## config.mk

```make
export PLATFORM = sky130hd
export DESIGN_NAME = ssw_ctrl
export DESIGN_NICKNAME = d
export VERILOG_FILES = /design/src/hw/rtl/ssw_pkg.sv /design/src/hw/rtl/ssw_ctrl.sv
export SDC_FILE = /design/constraint.sdc
export NUM_CORES = 1
export LEC_CHECK = 0
export BUFFER_PORTS_ARGS = -buffer_cell sky130_fd_sc_hd__buf_2
export CORE_AREA = 2 2 39 41
export DETAILED_ROUTE_END_ITERATION = 10
export DIE_AREA = 0 0 41 43
export HOLD_SLACK_MARGIN = 0.06
export SYNTH_ARGS = -nofsm -noshare
export SYNTH_HDL_FRONTEND = slang
export SYNTH_SLANG_ARGS = --single-unit
```

## constraint.sdc

```tcl
create_clock -name clk_i -period 3 [get_ports clk_i]
set_clock_uncertainty 0.05 [all_clocks]
set_input_delay 0.3 -clock clk_i [delete_from_list [all_inputs] [get_ports clk_i]]
set_output_delay 0.3 -clock clk_i [all_outputs]
set_load 0.01 [all_outputs]
```

## src/hw/rtl/ssw_pkg.sv

```systemverilog
`timescale 1ns / 1ps
// ----------------------------------------------------------------------------
// ssw_pkg
// Shared widths, defaults and controller/datapath command and status types.
// ----------------------------------------------------------------------------
package ssw_pkg;

  localparam int unsigned MAX_SUM   = 1000;
  localparam int unsigned MAX_ITEMS = 20;
  localparam int unsigned VALUE_W   = 10;
  localparam int unsigned TARGET_W  = 11;
  localparam int unsigned COUNT_W   = 21;

  localparam logic [COUNT_W-1:0] COUNT_MAX = '1;

  typedef struct packed {
    logic load;
    logic issue;
    logic finish;
  } ctrl_cmd_t;

  typedef struct packed {
    logic sweep_end;
  } ctrl_sts_t;

endpackage

```

## src/hw/rtl/ssw_ctrl.sv

```systemverilog
`timescale 1ns / 1ps
// ----------------------------------------------------------------------------
// ssw_ctrl
// Sequencer: takes an item, sweeps the table once, drains, then finishes.
// ----------------------------------------------------------------------------
module ssw_ctrl (
  input  logic              clk_i,
  input  logic              rst_ni,
  input  logic              start,
  input  ssw_pkg::ctrl_sts_t sts_i,
  output logic              busy,
  output ssw_pkg::ctrl_cmd_t cmd_o
);

  localparam logic [1:0] ST_IDLE   = 2'd0;
  localparam logic [1:0] ST_RUN    = 2'd1;
  localparam logic [1:0] ST_FLUSH  = 2'd2;
  localparam logic [1:0] ST_FINISH = 2'd3;

  logic [1:0] state_q, state_d;

  always_comb begin
    state_d = state_q;
    cmd_o   = '0;
    unique case (state_q)
      ST_IDLE: begin
        if (start) begin
          cmd_o.load = 1'b1;
          state_d    = ST_RUN;
        end
      end
      ST_RUN: begin
        cmd_o.issue = 1'b1;
        if (sts_i.sweep_end) begin
          state_d = ST_FLUSH;
        end
      end
      // let the final write land
      ST_FLUSH: begin
        state_d = ST_FINISH;
      end
      ST_FINISH: begin
        cmd_o.finish = 1'b1;
        state_d      = ST_IDLE;
      end
      default: begin
        state_d = ST_IDLE;
      end
    endcase
  end

  always_ff @(posedge clk_i or negedge rst_ni) begin
    if (!rst_ni) begin
      state_q <= ST_IDLE;
    end else begin
      state_q <= state_d;
    end
  end

  assign busy = (state_q != ST_IDLE);

endmodule

```

==> impl_results.md <==
- Root Buffer Master: clkbuf_4
- Initial antenna violation count: 0
- Slew headroom: 0.883
- R2R depth: 5
- IO Port Bufs: 7
- Reg2reg end: state_q[1]$_DFFE_PN0P_
- H-tree depth: 1
- WL per Instance: 6.95 um
- Pre-CTS WS: roughly 1.5 ns
- Largest net degree at the start of global routing: 5
- First-pass GRT wire length: 455 um
- Top-Level Pins: 8
- Worst path required time: 2.65 ns
- CTS tree: done
- Post-Syn Nets: 25
- Area Growth Syn to Fin: 51.1%
- All-Layer GR Usage: 0.0412
- # fillers: 148
- Synth Warn #: 0
- Final Hold Viols: 0
- Postcts setup bufs: 0
- PwrDens: 958 nW/um^2
- Final Total Pwr: 248 uW
- MaxCap Viol Count: 0
- Remaining DRCs: 0
- Startpoint Class: flip-flop
- Gpl congestion: 0.610
- Initial drt markers: 3
- Cell count after synthesis: 16
- Max FFs per register: 2
- CP Max Fanout: 4
- Clk slew on worst S/H paths: 0.03 ns
- Drt first pass iters: 2
- Register area: 50.0 um^2
- Status: finished clean
- Core Util, Final: 0.187
- DIE WIDTH: just over 40 um
- Crit path capture type: output pin
- Setup crit start: state_q[0]$_DFFE_PN0P_
- Clock latency on the worst-skew pair: 0.22 ns
- Routed vias: between 100 and 150
- Final Setup Violations: 0
- Most flop-heavy register: state_q
- Antenna-violating nets left: 0
- Fmax: 662 MHz
- Synthesis-stage register bit count: 2
- Congestion Overflow GR: 0
- Worst Tran Pin Value: 0.175 ns
- Vias in the first global route: between 100 and 150
- RSZ-0062 raised after global routing: false
- Die height: 43 um
- Largest regs: state_q x2
- N_diodes: 0
- Share of post-route cells with drive strength above 1: 0.444
- Maximum vdd drop: 0.363 mV
- Most common cell after layout, fill and taps aside: buf_2
- Reg2Reg Launch Point: state_q[0]$_DFFE_PN0P_
- Row count: 14
- # clock sinks: 2
- Core ar.: 1380 um^2
- Via density: a little over 3
- Initial Util: 0.124
- Setup TNS: 0 ns
- Bufs on Longest Clock Path: 2
- Seq/Total Area, Yosys: 0.292
- R2R Setup Slk: 1.55 ns
- Total wire length: 299 um
- Max Slew Vio Count: 0
- CP Class: flip-flop to output pin
- Synth Area per Inst: 10.7 um^2
- Post-synthesis cell type count: 9
- Final WS setup: 1.49 ns
- Min-delay worst type: input port to async pin
- Layout Nets: 38
- Tcrit/Tclk final: 0.504
- Die area: 1760 um^2
- Tmin final: 1.51 ns
- Most frequent cells in the layout: buf_2, ha_1, inv_1, clkbuf_4, dfrtp_1
- Num CTS Buffers: 3
- Area of the multi-input gates: 106 um^2
- Pleak: 0.000141 uW
- Synthesized cell area: 171 um^2
- Crit path DAT: about 1.2 ns
[cell families (layout without fill, tap and decap cells)]
kind of cell             Yosys count  after routing  share of synthesized area
adder cells (fa/ha/maj)            5              5                      0.365
AO/OA/AOI/OAI                      1              1                     0.0730
buffers and inverters              4             15                     0.0876
multiplexers                       2              2                      0.124
flip-flops                         2              2                      0.292
AND/OR/NAND/NOR                    2              2                     0.0584
[stage by stage]
stage | area, um^2 | instances | hold WS, ns
CTS | 259 | 43 | 0.328
global route | 259 | 43 | 0.358
detailed placement | 226 | 39 | 0.0375
global placement | 226 | 39 | 0.0388
finish | 259 | 43 | 0.336
floorplan | 171 | 16 | -0.0456
[power breakdown]
| part | switching (uW) | total, uW | internal (uW) |
|---|---|---|---|
| Sequential | 12.5 | 55.3 | 42.8 |
| Clock | 15.0 | 59.1 | 44.1 |
| Combinational | 72.1 | 134 | 61.7 |
| Total | 99.6 | 248 | 149 |
[layer usage]
metal | GRT usage | share of wire | up-vias
li1 | - | - | 72
met1 | 0.0482 | 0.47 | 52
met2 | 0.0438 | 0.38 | 7
met3 | 0.0314 | 0.14 | 0
met4 | 0.0400 | 0 | 0
met5 | 0 | 0 | -
[critical path: stages (launching register included)]
cell     delay, ns
dfrtp_1       0.36
inv_1         0.10
ha_1          0.22
and2_1        0.13
buf_2         0.13
[synth_stat cells (all sizes together)]
| cell type | number | share of area |
|---|---|---|
| o22ai | 1 | 0.073 |
| mux2 | 1 | 0.066 |
| nor2 | 1 | 0.022 |
| dfrtp | 2 | 0.29 |
| inv | 4 | 0.088 |
| mux2i | 1 | 0.058 |
| and2 | 1 | 0.037 |
| ha | 5 | 0.36 |
[timing repair]
action,CTS,global route
setup endpoints to repair,0,0
hold buffers,1,0
gates resized for setup,0,0
endpoints found under the hold margin,2,0
[final cells by class]
type,instances,area share
timing repair buffer,8,0.174
sequential,2,0.193
clock buffer,3,0.0870
multi-input combinational,10,0.411
tap,16,0.0773
inverter,4,0.0580
[worst max-delay path by stage]
| stage | to | slack, ns | depth (start not counted) |
|---|---|---|---|
| CTS | cmd_o[2] | 1.48 | 4 |
| floorplan | state_q[1]$_DFFE_PN0P_ | 1.60 | 5 |
| detailed placement | state_q[1]$_DFFE_PN0P_ | 1.54 | 5 |
| finish | cmd_o[2] | 1.49 | 4 |
| global route | cmd_o[2] | 1.40 | 4 |
| global placement | state_q[1]$_DFFE_PN0P_ | 1.55 | 5 |
(Power assumes the default switching activity.)
